File: config.mk
export PLATFORM = sky130hd
export DESIGN_NAME = integer_atan2_degrees_flat
export DESIGN_NICKNAME = d
export VERILOG_FILES = /design/src/hdl/iatan_pkg.sv /design/src/hdl/iatan_ifs.sv /design/src/hdl/integer_atan2_degrees.sv /design/src/hdl/iatan_octant.sv /design/src/hdl/iatan_divider.sv /design/src/hdl/iatan_poly.sv /design/src/flat_wrapper.sv
export SDC_FILE = /design/constraint.sdc
export NUM_CORES = 1
export LEC_CHECK = 0
export ABC_AREA = 1
export ABC_CLOCK_PERIOD_IN_PS = 18300
export BUFFER_PORTS_ARGS = -buffer_cell sky130_fd_sc_hd__buf_2
export CAP_MARGIN = 0
export CORE_MARGIN = 4
export CORE_UTILIZATION = 65
export CTS_CLUSTER_SIZE = 10
export DETAILED_ROUTE_END_ITERATION = 12
export GPL_TIMING_DRIVEN = 0
export PLACE_DENSITY = 0.91
export SLEW_MARGIN = 20
export SYNTH_ARGS = -nofsm -noshare
export SYNTH_HDL_FRONTEND = slang
export SYNTH_SLANG_ARGS = --single-unit
export TNS_END_PERCENT = 100
File: constraint.sdc
create_clock -name clk_i -period 18.3 [get_ports clk_i]
set_clock_uncertainty 0.05 [all_clocks]
set_input_delay 0.915 -clock clk_i [delete_from_list [all_inputs] [get_ports clk_i]]
set_output_delay 0.915 -clock clk_i [all_outputs]
set_load 0.1 [all_outputs]
File: src/hdl/iatan_pkg.sv
// ----------------------------------------------------------------------------
// iatan_pkg
// widths, constants and shared types of the integer atan2 pipeline
// ----------------------------------------------------------------------------
`default_nettype none

package iatan_pkg;

  localparam int COORD_WIDTH_DEF = 16;

  localparam int NUM_W      = 16;
  localparam int RATIO_W    = 9;
  localparam int ANGLE_W    = 9;
  localparam int DIV_STAGES = 3;
  localparam int SHIFT_MAX  = 8;
  localparam int SHIFT_W    = 4;
  localparam int BYTE_MAX   = 255;
  localparam int PROD_W     = 30;
  localparam int DEG_SHIFT  = 24;
  localparam int FULL_TURN  = 360;

  localparam logic [7:0]         LIN_COEF    = 8'hF9;
  localparam logic [7:0]         CUBE_COEF   = 8'h31;
  localparam logic [15:0]        CUBE_AT_ONE = 16'h3100;
  localparam logic [RATIO_W-1:0] RATIO_ONE   = 9'h100;
  localparam logic [13:0]        GAIN        = 14'd14667;

  typedef enum logic [1:0] {
    QUAD_0,
    QUAD_90,
    QUAD_180,
    QUAD_270
  } quad_e;

  typedef struct packed {
    logic  zero;
    logic  neg;
    quad_e quad;
  } oct_t;

  function automatic logic [ANGLE_W-1:0] quad_offset(input quad_e qd);
    logic [ANGLE_W-1:0] off;
    case (qd)
      QUAD_0:   off = ANGLE_W'(0);
      QUAD_90:  off = ANGLE_W'(90);
      QUAD_180: off = ANGLE_W'(180);
      QUAD_270: off = ANGLE_W'(270);
      default:  off = ANGLE_W'(0);
    endcase
    return off;
  endfunction

endpackage

`default_nettype wire

File: src/hdl/iatan_ifs.sv
// ----------------------------------------------------------------------------
// iatan interfaces
// valid/ready channels for coordinate words and angle words
// ----------------------------------------------------------------------------
`default_nettype none

interface iatan_coord_if
  import iatan_pkg::*;
#(
  parameter int COORD_WIDTH = COORD_WIDTH_DEF
) ();
  logic                   valid;
  logic                   ready;
  logic [COORD_WIDTH-1:0] coord_x;
  logic [COORD_WIDTH-1:0] coord_y;

  modport source (output valid, output coord_x, output coord_y, input ready);
  modport sink   (input valid, input coord_x, input coord_y, output ready);
endinterface

interface iatan_angle_if
  import iatan_pkg::*;
();
  logic               valid;
  logic               ready;
  logic [ANGLE_W-1:0] angle_degrees;

  modport source (output valid, output angle_degrees, input ready);
  modport sink   (input valid, input angle_degrees, output ready);
endinterface

`default_nettype wire

File: src/hdl/integer_atan2_degrees.sv
// ----------------------------------------------------------------------------
// integer_atan2_degrees
// whole-degree atan2 of a signed coordinate pair, cubic fit, nine stages
// ----------------------------------------------------------------------------
//  port     dir  word                        role
//  coord_i  in   coord_x, coord_y (signed)   coordinate pair
//  angle_o  out  angle_degrees 0..359        angle in whole degrees
//
//  one word per cycle while the output is not stalled; every word passes
//  through nine stages: one octant stage, three divider stages and five
//  stages of multiply, difference, gain and degree reduction
//  the pipeline advances as a whole; a stalled output freezes every stage
//  reset clears the valid bits only; no warm-up after reset
// ----------------------------------------------------------------------------
`default_nettype none

module integer_atan2_degrees
  import iatan_pkg::*;
#(
  parameter int COORD_WIDTH = COORD_WIDTH_DEF
) (
  input  logic         clk_i,
  input  logic         rst_ni,
  iatan_coord_if.sink  coord_i,
  iatan_angle_if.source angle_o
);

  logic                   advance;
  logic                   oct_valid, div_valid, out_valid;
  oct_t                   oct_oct, div_oct;
  logic [NUM_W-1:0]       num;
  logic [COORD_WIDTH-1:0] den;
  logic [RATIO_W-1:0]     ratio;
  logic [ANGLE_W-1:0]     angle;

  assign advance       = !out_valid || angle_o.ready;
  assign coord_i.ready = advance;

  iatan_octant #(
    .COORD_WIDTH (COORD_WIDTH)
  ) u_octant (
    .clk_i     (clk_i),
    .rst_ni    (rst_ni),
    .en_i      (advance),
    .valid_i   (coord_i.valid),
    .coord_x_i (coord_i.coord_x),
    .coord_y_i (coord_i.coord_y),
    .valid_o   (oct_valid),
    .oct_o     (oct_oct),
    .num_o     (num),
    .den_o     (den)
  );

  iatan_divider #(
    .DEN_W (COORD_WIDTH)
  ) u_divider (
    .clk_i   (clk_i),
    .rst_ni  (rst_ni),
    .en_i    (advance),
    .valid_i (oct_valid),
    .oct_i   (oct_oct),
    .num_i   (num),
    .den_i   (den),
    .valid_o (div_valid),
    .oct_o   (div_oct),
    .ratio_o (ratio)
  );

  iatan_poly u_poly (
    .clk_i   (clk_i),
    .rst_ni  (rst_ni),
    .en_i    (advance),
    .valid_i (div_valid),
    .oct_i   (div_oct),
    .ratio_i (ratio),
    .valid_o (out_valid),
    .angle_o (angle)
  );

  assign angle_o.valid         = out_valid;
  assign angle_o.angle_degrees = angle;

endmodule

`default_nettype wire

File: src/hdl/iatan_octant.sv
// ----------------------------------------------------------------------------
// iatan_octant
// magnitudes, octant, gain sign and scaled dividend / divisor
// ----------------------------------------------------------------------------
`default_nettype none

module iatan_octant
  import iatan_pkg::*;
#(
  parameter int COORD_WIDTH = COORD_WIDTH_DEF
) (
  input  logic                   clk_i,
  input  logic                   rst_ni,
  input  logic                   en_i,
  input  logic                   valid_i,
  input  logic [COORD_WIDTH-1:0] coord_x_i,
  input  logic [COORD_WIDTH-1:0] coord_y_i,
  output logic                   valid_o,
  output oct_t                   oct_o,
  output logic [NUM_W-1:0]       num_o,
  output logic [COORD_WIDTH-1:0] den_o
);

  localparam logic [COORD_WIDTH-1:0] BYTE_LIM = COORD_WIDTH'(BYTE_MAX);

  logic [COORD_WIDTH-1:0] mag_x, mag_y, mag_small, mag_big;
  logic                   x_neg, y_neg, y_gt;
  logic [SHIFT_W-1:0]     shamt;
  logic [NUM_W-1:0]       small_ext;

  logic                   valid_q;
  oct_t                   oct_d, oct_q;
  logic [NUM_W-1:0]       num_d, num_q;
  logic [COORD_WIDTH-1:0] den_d, den_q;

  assign x_neg     = coord_x_i[COORD_WIDTH-1];
  assign y_neg     = coord_y_i[COORD_WIDTH-1];
  assign mag_x     = x_neg ? COORD_WIDTH'(~coord_x_i + 1'b1) : coord_x_i;
  assign mag_y     = y_neg ? COORD_WIDTH'(~coord_y_i + 1'b1) : coord_y_i;
  assign y_gt      = mag_y > mag_x;
  assign mag_small = y_gt ? mag_x : mag_y;
  assign mag_big   = y_gt ? mag_y : mag_x;

  always_comb begin
    oct_d.zero = (mag_x == '0) && (mag_y == '0);
    if (y_gt) begin
      oct_d.quad = y_neg ? QUAD_90 : QUAD_270;
      oct_d.neg  = (!y_neg) ^ (!x_neg);
    end else begin
      oct_d.quad = x_neg ? QUAD_180 : QUAD_0;
      oct_d.neg  = x_neg ^ (!y_neg);
    end
  end

  // bring the smaller magnitude down to 8 bits
  always_comb begin
    shamt = '0;
    for (int i = 1; i <= SHIFT_MAX; i++) begin
      if ((mag_small >> (i - 1)) > BYTE_LIM) begin
        shamt = SHIFT_W'(i);
      end
    end
  end

  assign small_ext = NUM_W'(mag_small);
  assign num_d     = small_ext << (SHIFT_W'(SHIFT_MAX) - shamt);
  assign den_d     = mag_big >> shamt;

  always_ff @(posedge clk_i or negedge rst_ni) begin
    if (!rst_ni) begin
      valid_q <= 1'b0;
    end else if (en_i) begin
      valid_q <= valid_i;
    end
  end

  always_ff @(posedge clk_i) begin
    if (en_i) begin
      oct_q <= oct_d;
      num_q <= num_d;
      den_q <= den_d;
    end
  end

  assign valid_o = valid_q;
  assign oct_o   = oct_q;
  assign num_o   = num_q;
  assign den_o   = den_q;

endmodule

`default_nettype wire

File: src/hdl/iatan_divider.sv
// ----------------------------------------------------------------------------
// iatan_divider
// pipelined restoring divider, three quotient bits per stage
// ----------------------------------------------------------------------------
`default_nettype none

module iatan_divider
  import iatan_pkg::*;
#(
  parameter int DEN_W = COORD_WIDTH_DEF
) (
  input  logic               clk_i,
  input  logic               rst_ni,
  input  logic               en_i,
  input  logic               valid_i,
  input  oct_t               oct_i,
  input  logic [NUM_W-1:0]   num_i,
  input  logic [DEN_W-1:0]   den_i,
  output logic               valid_o,
  output oct_t               oct_o,
  output logic [RATIO_W-1:0] ratio_o
);

  localparam int STEPS = RATIO_W / DIV_STAGES;
  localparam int CMP_W = DEN_W + RATIO_W;

  typedef struct packed {
    logic [NUM_W-1:0]   rem;
    logic [RATIO_W-1:0] quo;
  } div_t;

  function automatic div_t div_steps(input logic [NUM_W-1:0]   rem,
                                     input logic [RATIO_W-1:0] quo,
                                     input logic [DEN_W-1:0]   den,
                                     input int                 top_bit);
    logic [CMP_W-1:0]   rem_w;
    logic [CMP_W-1:0]   trial;
    logic [RATIO_W-1:0] quo_w;
    div_t               res;
    rem_w = CMP_W'(rem);
    quo_w = quo;
    for (int j = 0; j < STEPS; j++) begin
      trial = CMP_W'(den) << (top_bit - j);
      if (rem_w >= trial) begin
        rem_w = rem_w - trial;
        quo_w = {quo_w[RATIO_W-2:0], 1'b1};
      end else begin
        quo_w = {quo_w[RATIO_W-2:0], 1'b0};
      end
    end
    res.rem = rem_w[NUM_W-1:0];
    res.quo = quo_w;
    return res;
  endfunction

  div_t               s1_d, s2_d, s3_d;
  logic               v1_q, v2_q, v3_q;
  oct_t               oct1_q, oct2_q, oct3_q;
  logic [NUM_W-1:0]   rem1_q, rem2_q;
  logic [RATIO_W-1:0] quo1_q, quo2_q, quo3_q;
  logic [DEN_W-1:0]   den1_q, den2_q;

  assign s1_d = div_steps(num_i, '0, den_i, RATIO_W - 1);
  assign s2_d = div_steps(rem1_q, quo1_q, den1_q, RATIO_W - 1 - STEPS);
  assign s3_d = div_steps(rem2_q, quo2_q, den2_q, RATIO_W - 1 - 2 * STEPS);

  always_ff @(posedge clk_i or negedge rst_ni) begin
    if (!rst_ni) begin
      v1_q <= 1'b0;
      v2_q <= 1'b0;
      v3_q <= 1'b0;
    end else if (en_i) begin
      v1_q <= valid_i;
      v2_q <= v1_q;
      v3_q <= v2_q;
    end
  end

  always_ff @(posedge clk_i) begin
    if (en_i) begin
      oct1_q <= oct_i;
      rem1_q <= s1_d.rem;
      quo1_q <= s1_d.quo;
      den1_q <= den_i;
      oct2_q <= oct1_q;
      rem2_q <= s2_d.rem;
      quo2_q <= s2_d.quo;
      den2_q <= den1_q;
      oct3_q <= oct2_q;
      quo3_q <= s3_d.quo;
    end
  end

  assign valid_o = v3_q;
  assign oct_o   = oct3_q;
  assign ratio_o = quo3_q;

endmodule

`default_nettype wire

File: src/hdl/iatan_poly.sv
// ----------------------------------------------------------------------------
// iatan_poly
// cubic fit of the ratio, gain, reduction to degrees and quadrant offset
// ----------------------------------------------------------------------------
`default_nettype none

module iatan_poly
  import iatan_pkg::*;
(
  input  logic               clk_i,
  input  logic               rst_ni,
  input  logic               en_i,
  input  logic               valid_i,
  input  oct_t               oct_i,
  input  logic [RATIO_W-1:0] ratio_i,
  output logic               valid_o,
  output logic [ANGLE_W-1:0] angle_o
);

  localparam int DEG_W  = PROD_W - DEG_SHIFT + 1;
  localparam int CALC_W = ANGLE_W + 1;
  localparam logic [PROD_W:0] ROUND_UP = (PROD_W + 1)'((1 << DEG_SHIFT) - 1);

  logic [RATIO_W+7:0]   lin_full;
  logic [2*RATIO_W-1:0] sq_full;
  logic [RATIO_W+7:0]   cu_full;
  logic [15:0]          cube_term, tb;
  logic [PROD_W:0]      rnd;
  logic [DEG_W-1:0]     deg_mag;
  logic [CALC_W-1:0]    ang_raw, ang_wrap;

  logic v5_q, v6_q, v7_q, v8_q, v9_q;
  oct_t oct5_q, oct6_q, oct7_q, oct8_q;

  logic [15:0]          ta5_q, ta6_q;
  logic [7:0]           sq5_q;
  logic [RATIO_W-1:0]   r5_q;
  logic                 one5_q, one6_q;
  logic [7:0]           cu6_q;
  logic [15:0]          diff7_q;
  logic [PROD_W-1:0]    prod8_q;
  logic [ANGLE_W-1:0]   angle9_q;

  logic [15:0]          ta5_d, diff7_d;
  logic [7:0]           sq5_d, cu6_d;
  logic [PROD_W-1:0]    prod8_d;
  logic [ANGLE_W-1:0]   angle9_d;

  // linear term and square
  assign lin_full = (RATIO_W + 8)'(ratio_i) * (RATIO_W + 8)'(LIN_COEF);
  assign sq_full  = (2 * RATIO_W)'(ratio_i) * (2 * RATIO_W)'(ratio_i);
  assign ta5_d    = lin_full[15:0];
  assign sq5_d    = sq_full[15:8];

  // cube
  assign cu_full = (RATIO_W + 8)'(sq5_q) * (RATIO_W + 8)'(r5_q);
  assign cu6_d   = cu_full[15:8];

  // cubic term and difference
  assign cube_term = 16'(cu6_q) * 16'(CUBE_COEF);
  assign tb        = one6_q ? CUBE_AT_ONE : cube_term;
  assign diff7_d   = ta6_q - tb;

  // gain
  assign prod8_d = PROD_W'(diff7_q) * PROD_W'(GAIN);

  // floor to whole degrees, then quadrant offset and wrap
  assign rnd     = {1'b0, prod8_q} + (oct8_q.neg ? ROUND_UP : '0);
  assign deg_mag = rnd[PROD_W:DEG_SHIFT];
  assign ang_raw = oct8_q.neg
                 ? (CALC_W'(quad_offset(oct8_q.quad)) - CALC_W'(deg_mag))
                 : (CALC_W'(quad_offset(oct8_q.quad)) + CALC_W'(deg_mag));
  assign ang_wrap = ang_raw[CALC_W-1] ? (ang_raw + CALC_W'(FULL_TURN)) : ang_raw;
  assign angle9_d = oct8_q.zero ? '0 : ang_wrap[ANGLE_W-1:0];

  always_ff @(posedge clk_i or negedge rst_ni) begin
    if (!rst_ni) begin
      v5_q <= 1'b0;
      v6_q <= 1'b0;
      v7_q <= 1'b0;
      v8_q <= 1'b0;
      v9_q <= 1'b0;
    end else if (en_i) begin
      v5_q <= valid_i;
      v6_q <= v5_q;
      v7_q <= v6_q;
      v8_q <= v7_q;
      v9_q <= v8_q;
    end
  end

  always_ff @(posedge clk_i) begin
    if (en_i) begin
      oct5_q   <= oct_i;
      ta5_q    <= ta5_d;
      sq5_q    <= sq5_d;
      r5_q     <= ratio_i;
      one5_q   <= (ratio_i == RATIO_ONE);
      oct6_q   <= oct5_q;
      ta6_q    <= ta5_q;
      one6_q   <= one5_q;
      cu6_q    <= cu6_d;
      oct7_q   <= oct6_q;
      diff7_q  <= diff7_d;
      oct8_q   <= oct7_q;
      prod8_q  <= prod8_d;
      angle9_q <= angle9_d;
    end
  end

  assign valid_o = v9_q;
  assign angle_o = angle9_q;

endmodule

`default_nettype wire

File: src/flat_wrapper.sv
// flat-port wrapper written by rule: the top's interface ports become plain ports
module integer_atan2_degrees_flat import iatan_pkg::*;
#(
  parameter int COORD_WIDTH = COORD_WIDTH_DEF
)
  (clk_i, rst_ni, coord_i_valid, coord_i_coord_x, coord_i_coord_y, coord_i_ready, angle_o_valid, angle_o_angle_degrees, angle_o_ready);
  iatan_coord_if #(.COORD_WIDTH(COORD_WIDTH)) coord_i_i ();
  iatan_angle_if angle_o_i ();
  input  logic clk_i;
  input  logic rst_ni;
  input wire logic [$bits(coord_i_i.valid)-1:0] coord_i_valid;
  input wire logic [$bits(coord_i_i.coord_x)-1:0] coord_i_coord_x;
  input wire logic [$bits(coord_i_i.coord_y)-1:0] coord_i_coord_y;
  output wire logic [$bits(coord_i_i.ready)-1:0] coord_i_ready;
  output wire logic [$bits(angle_o_i.valid)-1:0] angle_o_valid;
  output wire logic [$bits(angle_o_i.angle_degrees)-1:0] angle_o_angle_degrees;
  input wire logic [$bits(angle_o_i.ready)-1:0] angle_o_ready;
  assign coord_i_i.valid = coord_i_valid;
  assign coord_i_i.coord_x = coord_i_coord_x;
  assign coord_i_i.coord_y = coord_i_coord_y;
  assign coord_i_ready = coord_i_i.ready;
  assign angle_o_valid = angle_o_i.valid;
  assign angle_o_angle_degrees = angle_o_i.angle_degrees;
  assign angle_o_i.ready = angle_o_ready;
  integer_atan2_degrees #(.COORD_WIDTH(COORD_WIDTH)) u_core (.clk_i(clk_i), .rst_ni(rst_ni), .coord_i(coord_i_i), .angle_o(angle_o_i));
endmodule
### Word-level counts from Yosys, hierarchy flattened

Cells that the tools add are included.

* output and inout bits: 11
* input bits: 36
* register bits: 269
* word-level logic and storage cells: 146

* reductions and logical operators: 8
* multipliers: 5
* bitwise operators: 4
* shift-type cells: 2
* magnitude comparators: 18
* equal/unequal tests: 4
* add/subtract/negate cells: 16
* multiplexer cells: 37

Operators with widths (count)
* 25-bit 2-to-1 mux: 6
* 16-bit 2-to-1 mux: 6
* 9-bit one-hot mux with 4 select lines: 1
* 16-bit by 1-bit adder with 16-bit output (second input constant): 2
* 16-bit zero test: 2
* 16-bit inverter: 2
* 16-bit subtractor: 2
* 30-bit by 24-bit adder with 31-bit output: 1
* 16-bit by 14-bit multiplier with 30-bit output (second input constant): 1
* 25-bit by 16-bit greater-or-equal comparator with 1-bit output: 1
* 25-bit by 17-bit greater-or-equal comparator with 1-bit output: 1
* 25-bit by 19-bit greater-or-equal comparator with 1-bit output: 1
* 25-bit by 20-bit greater-or-equal comparator with 1-bit output: 1
* 25-bit by 22-bit greater-or-equal comparator with 1-bit output: 1
* 25-bit by 23-bit greater-or-equal comparator with 1-bit output: 1
* 16-bit by 24-bit subtractor with 25-bit output: 1
* 25-bit by 17-bit subtractor with 25-bit output: 1
* 25-bit by 20-bit subtractor with 25-bit output: 1
* 25-bit by 23-bit subtractor with 25-bit output: 1
* 16-bit by 24-bit greater-or-equal comparator with 1-bit output: 1
* 24-bit 2-to-1 mux: 1
* 16-bit by 21-bit subtractor with 22-bit output: 1
* 16-bit by 21-bit greater-or-equal comparator with 1-bit output: 1
* 16-bit by 18-bit subtractor with 19-bit output: 1
* 36 further kinds: 56

### Depth between registers and ports, before layout

* depth in word-level cells: 16
* mapped depth: 48
* gate-level depth less buffers: 46

### Cells and area by module

Synthesis repeated with hierarchy kept, for this count alone.

* cell total of the unflattened synthesis: 3944
* area, all modules: 31516.5 µm²

Modules (own cells, without submodules)
* iatan_poly: cells each 1846, times used 1, sequential area each 3938.8 µm², area an instance 16841.2 µm²
* iatan_divider: cells each 1409, times used 1, sequential area each 2897.8 µm², area an instance 10283.6 µm²
* iatan_octant: cells each 687, times used 1, sequential area each 1106.1 µm², area an instance 4384.2 µm²
* integer_atan2_degrees: cells each 2, times used 1, sequential area each 0.0 µm², area an instance 7.5 µm²

### Worst setup path after synthesis

Ideal clock, no wire load.

* path kind: input-to-output
* start: in angle_o_ready
* end: out coord_i_ready
* path slack: 8.344 ns
* arrival: 8.991 ns
* stages on the path: 3
* buffers on the path: 1
* required time: 17.335 ns
* cell sequence: inv_1 > nand2_1 > clkbuf_1

* word-level cells in the longest chain between the ends: 1

Ends and longest elaborated chain
* start: declaration: line flat_wrapper.sv:17 `input wire logic [$bits(angle_o_i.ready)-1:0] angle_o_ready;`
* 1-bit logical OR: line integer_atan2_degrees.sv:36 `assign advance = !out_valid || angle_o.ready;`
* end: declaration: line flat_wrapper.sv:14 `output wire logic [$bits(coord_i_i.ready)-1:0] coord_i_ready;`

No other way between the ends.

==> impl_results.md <==
- Post_cts resized: 0
- Root Buffer: clkbuf_16
- CP max-delay cell: o21ai_0
- Rel. slew slack: 0.288
- Diode count: 0
- R2R setup slack: 9720 ps
- Simple-Gate Fraction of Synth Area: 0.184
- Antenna violation net count after detailed routing: 0
- CTS tree: done
- Register bit total from synthesis: 266
- Clock insertion delay at the later pin of the skew report: 550 ps
- Antenna violations before repair: 0
- Hold Path Class: in2async
- Post-Syn Nets: 4,170
- # setup viols final: 0
- Synth Area in XOR/XNOR: 0.0563
- Via count: 24,976
- Synth Area in Compound Gates: 0.0938
- CTS Sinks: 266
- Post-layout nets: 4,256
- 1st-pass router iterations: 6
- Share of cells above drive strength 1: 0.0532
- Worst Path Required: 18,510 ps
- Cell row count: 78
- Mux share of post-synthesis cell area: 0.00186
- Final-report hold violation count: 0
- Unrepaired setup endpoints after global routing: false
- Crit path launch type: flop
- Num ports: 47
- CP endpoint kind: flop
- CTS Hold Bufs: 0
- Post-route DRC: 0
- GRT Total Usage: 0.299
- CP most frequent cell: nand2_1
- Crit Reg-Reg Endpoint: u_core.u_divider.rem2_q[14]$_DFFE_PP_
- Sequential share of the synthesized area: 0.268
- Reg clk slew, reported paths: 60 ps
- GP Congestion: 0.968
- Per-cell routed wire length: 17.5 µm
- Largest family of logic cells by synthesized area: adder cells
- First-pass GRT wire length: 123 mm
- Period minus WS final: 8580 ps
- Worst r2r src: u_core.u_divider.den1_q[1]$_DFFE_PP_
- Longest Clk Path Bufs: 3
- Post-Synth Adder-Cell Area: 0.311
- Dpl hpwl: 56.2 mm
- Crit-path max cell delay: 510 ps
- Syn Inst Count: 3,504
- Via/cell ratio: 5.93
- # port buffers: 44
- Crit path DAT: 8790 ps
- Post-CTS setup buffer count: 0
- Gr ovfl total: 0
- Htree depth: 2
- Synth cell types: 61
- Synth async-reset ratio: 0.0338
- Period utilization: 0.469
- Layout area overhead: 7.18%
- Result of the run: completed
- Mapped Avg Cell Area: 8.47 µm²
- CORE AREA: 0.0453 mm²
- Most used DFF post-synth: edfxtp_1
- Vias in the first global route: 25,161
- Die width: 222 µm
- Critical path type: reg2reg
- Worst Reg-to-Reg Cells: 43
- Max Transition Viols Final: 0
- Fmax: 117 MHz
- Setup_tns: 0 ps
- EDFF count, synth: 257
- Synthesized area: 0.0297 mm²
- Fill cells: 3,230
- CTS Buf Count: 35
- YS warnings: 0
- Largest net degree at the start of global routing: 56
- Die ar.: 0.0491 mm²
- 1st-iter DRT viols: 2,234
- Chip height: 222 µm
- Max-Cap Viols: 0
- Initial core utilization: 0.655
- Max FO, Critical Path: 10
- Final WL: 73.6 mm
- Worst-margin pin slew: 1070 ps
==> worst max-delay path: cells and delay by family, from the launching register on <==
kind / cells / cell delay (ps)
adders and majority gates: 3 / 1070
buffers and inverters: 5 / 1370
DFF: 1 / 500
and+or+nand+nor: 21 / 2570
AOI/OAI and AO/OA: 14 / 2720
==> flip-flops by register name (all words and copies together) (netlist names), 6 cells and up <==
signal and count:
u_core.u_poly.prod8_q 30, u_core.u_poly.sq5_q 8, u_core.u_divider.den1_q 16, u_core.u_poly.ta5_q 16, u_core.u_poly.r5_q 6, u_core.u_poly.cu6_q 8
u_core.u_poly.ta6_q 16, u_core.u_poly.diff7_q 16, u_core.u_octant.den_o 16, u_core.u_divider.den2_q 16, u_core.u_divider.rem1_q 16, u_core.u_octant.num_o 16
u_core.u_divider.quo2_q 6, u_core.u_divider.ratio_o 9, u_core.u_divider.rem2_q 16, u_core.u_poly.angle_o 9
==> worst max path at each step <==
stage | startpoint | end | slack, ps | depth (start not counted)
4_1_cts | u_core.u_divider.den1_q[1]$_DFFE_PP_ | u_core.u_divider.rem2_q[14]$_DFFE_PP_ | 9970 | 42
3_5_place_dp | u_core.u_divider.den1_q[1]$_DFFE_PP_ | u_core.u_divider.rem2_q[14]$_DFFE_PP_ | 10090 | 42
6_report | u_core.u_divider.den1_q[1]$_DFFE_PP_ | u_core.u_divider.rem2_q[14]$_DFFE_PP_ | 9720 | 43
3_3_place_gp | angle_o_ready | coord_i_ready | 4990 | 5
2_1_floorplan | angle_o_ready | coord_i_ready | 8340 | 3
5_1_grt | u_core.u_divider.den1_q[1]$_DFFE_PP_ | u_core.u_divider.rem2_q[14]$_DFFE_PP_ | 9050 | 42
==> Yosys cell counts, types with 45 or more instances <==
| master | n | area, µm² |
|---|---|---|
| nand3_1 | 216 | 1080 |
| xnor2_1 | 61 | 534 |
| a21oi_1 | 234 | 1170 |
| ha_1 | 449 | 5620 |
| xor2_1 | 123 | 1080 |
| nor2_1 | 192 | 721 |
| nand2_1 | 703 | 2640 |
| fa_1 | 181 | 3620 |
| edfxtp_1 | 257 | 7720 |
| o21ai_0 | 158 | 791 |
| inv_1 | 572 | 2150 |
| nand4_1 | 45 | 282 |
==> kinds of logic (layout without fill, tap and decap cells) <==
logic type               Yosys count  count (layout)
multiplexers                       5               5
flip-flops                       266             266
XOR/XNOR                         187             187
AO/OA/AOI/OAI                    505             505
buffers and inverters            647             752
adder cells (fa/ha/maj)          630             630
AND/OR/NAND/NOR                 1264            1264
==> cell usage in the layout, fill, tap and decap left out, types with 6 or more instances in the layout <==
master / n
nand3b_1: 12
a21oi_1: 234
nor2_1: 192
a31oi_1: 7
inv_1: 572
nor2_2: 6
nand2_1: 703
nand3_1: 216
o31ai_1: 9
nand4_1: 45
o21ai_1: 19
edfxtp_1: 257
inv_2: 9
xor2_1: 123
nand2_4: 6
o21bai_1: 14
nor4_1: 15
a21o_1: 17
buf_6: 7
nor3_1: 30
xnor2_1: 61
fa_1: 181
o21a_1: 7
dfrtp_1: 9
or2_2: 17
clkinv_1: 7
clkbuf_16: 36
clkbuf_1: 37
a211oi_1: 6
o21ai_0: 158
ha_1: 449
buf_2: 63
==> layout make-up <==
cell class                      count  area (µm²)  share of cell area
Multi-Input combinational cell   2591       19200               0.604
Sequential cell                   266        7940               0.250
Inverter                          584        2190              0.0690
Clock buffer                       45         945              0.0297
Tap cell                          600         751              0.0236
Timing Repair Buffer               49         343              0.0108
Buffer                             63         335              0.0105
Clock inverter                     11        90.1             0.00283
==> through the flow <==
stage          instance area, µm²  instances  utilization  setup WS (ps)  hold slack, ps
4_1_cts                     31800       4209        0.702           9970             150
2_1_floorplan               29700       3504            -           8340             350
3_5_place_dp                30800       4153        0.680          10090             355
3_3_place_gp                30600       4148        0.677           4990             351
6_report                    31800       4209        0.702           9720             166
5_1_grt                     31800       4209        0.702           9050             165
==> metal layers <==
| layer | track usage | wire length, µm |
|---|---|---|
| met5 | 0 | 0 |
| met4 | 0.122 | 3310 |
| met2 | 0.516 | 35500 |
| met3 | 0.0455 | 5610 |
| met1 | 0.380 | 29200 |
Power is not shown: default switching activity piles up to over one toggle a cycle in this logic, so the estimate is an artifact.
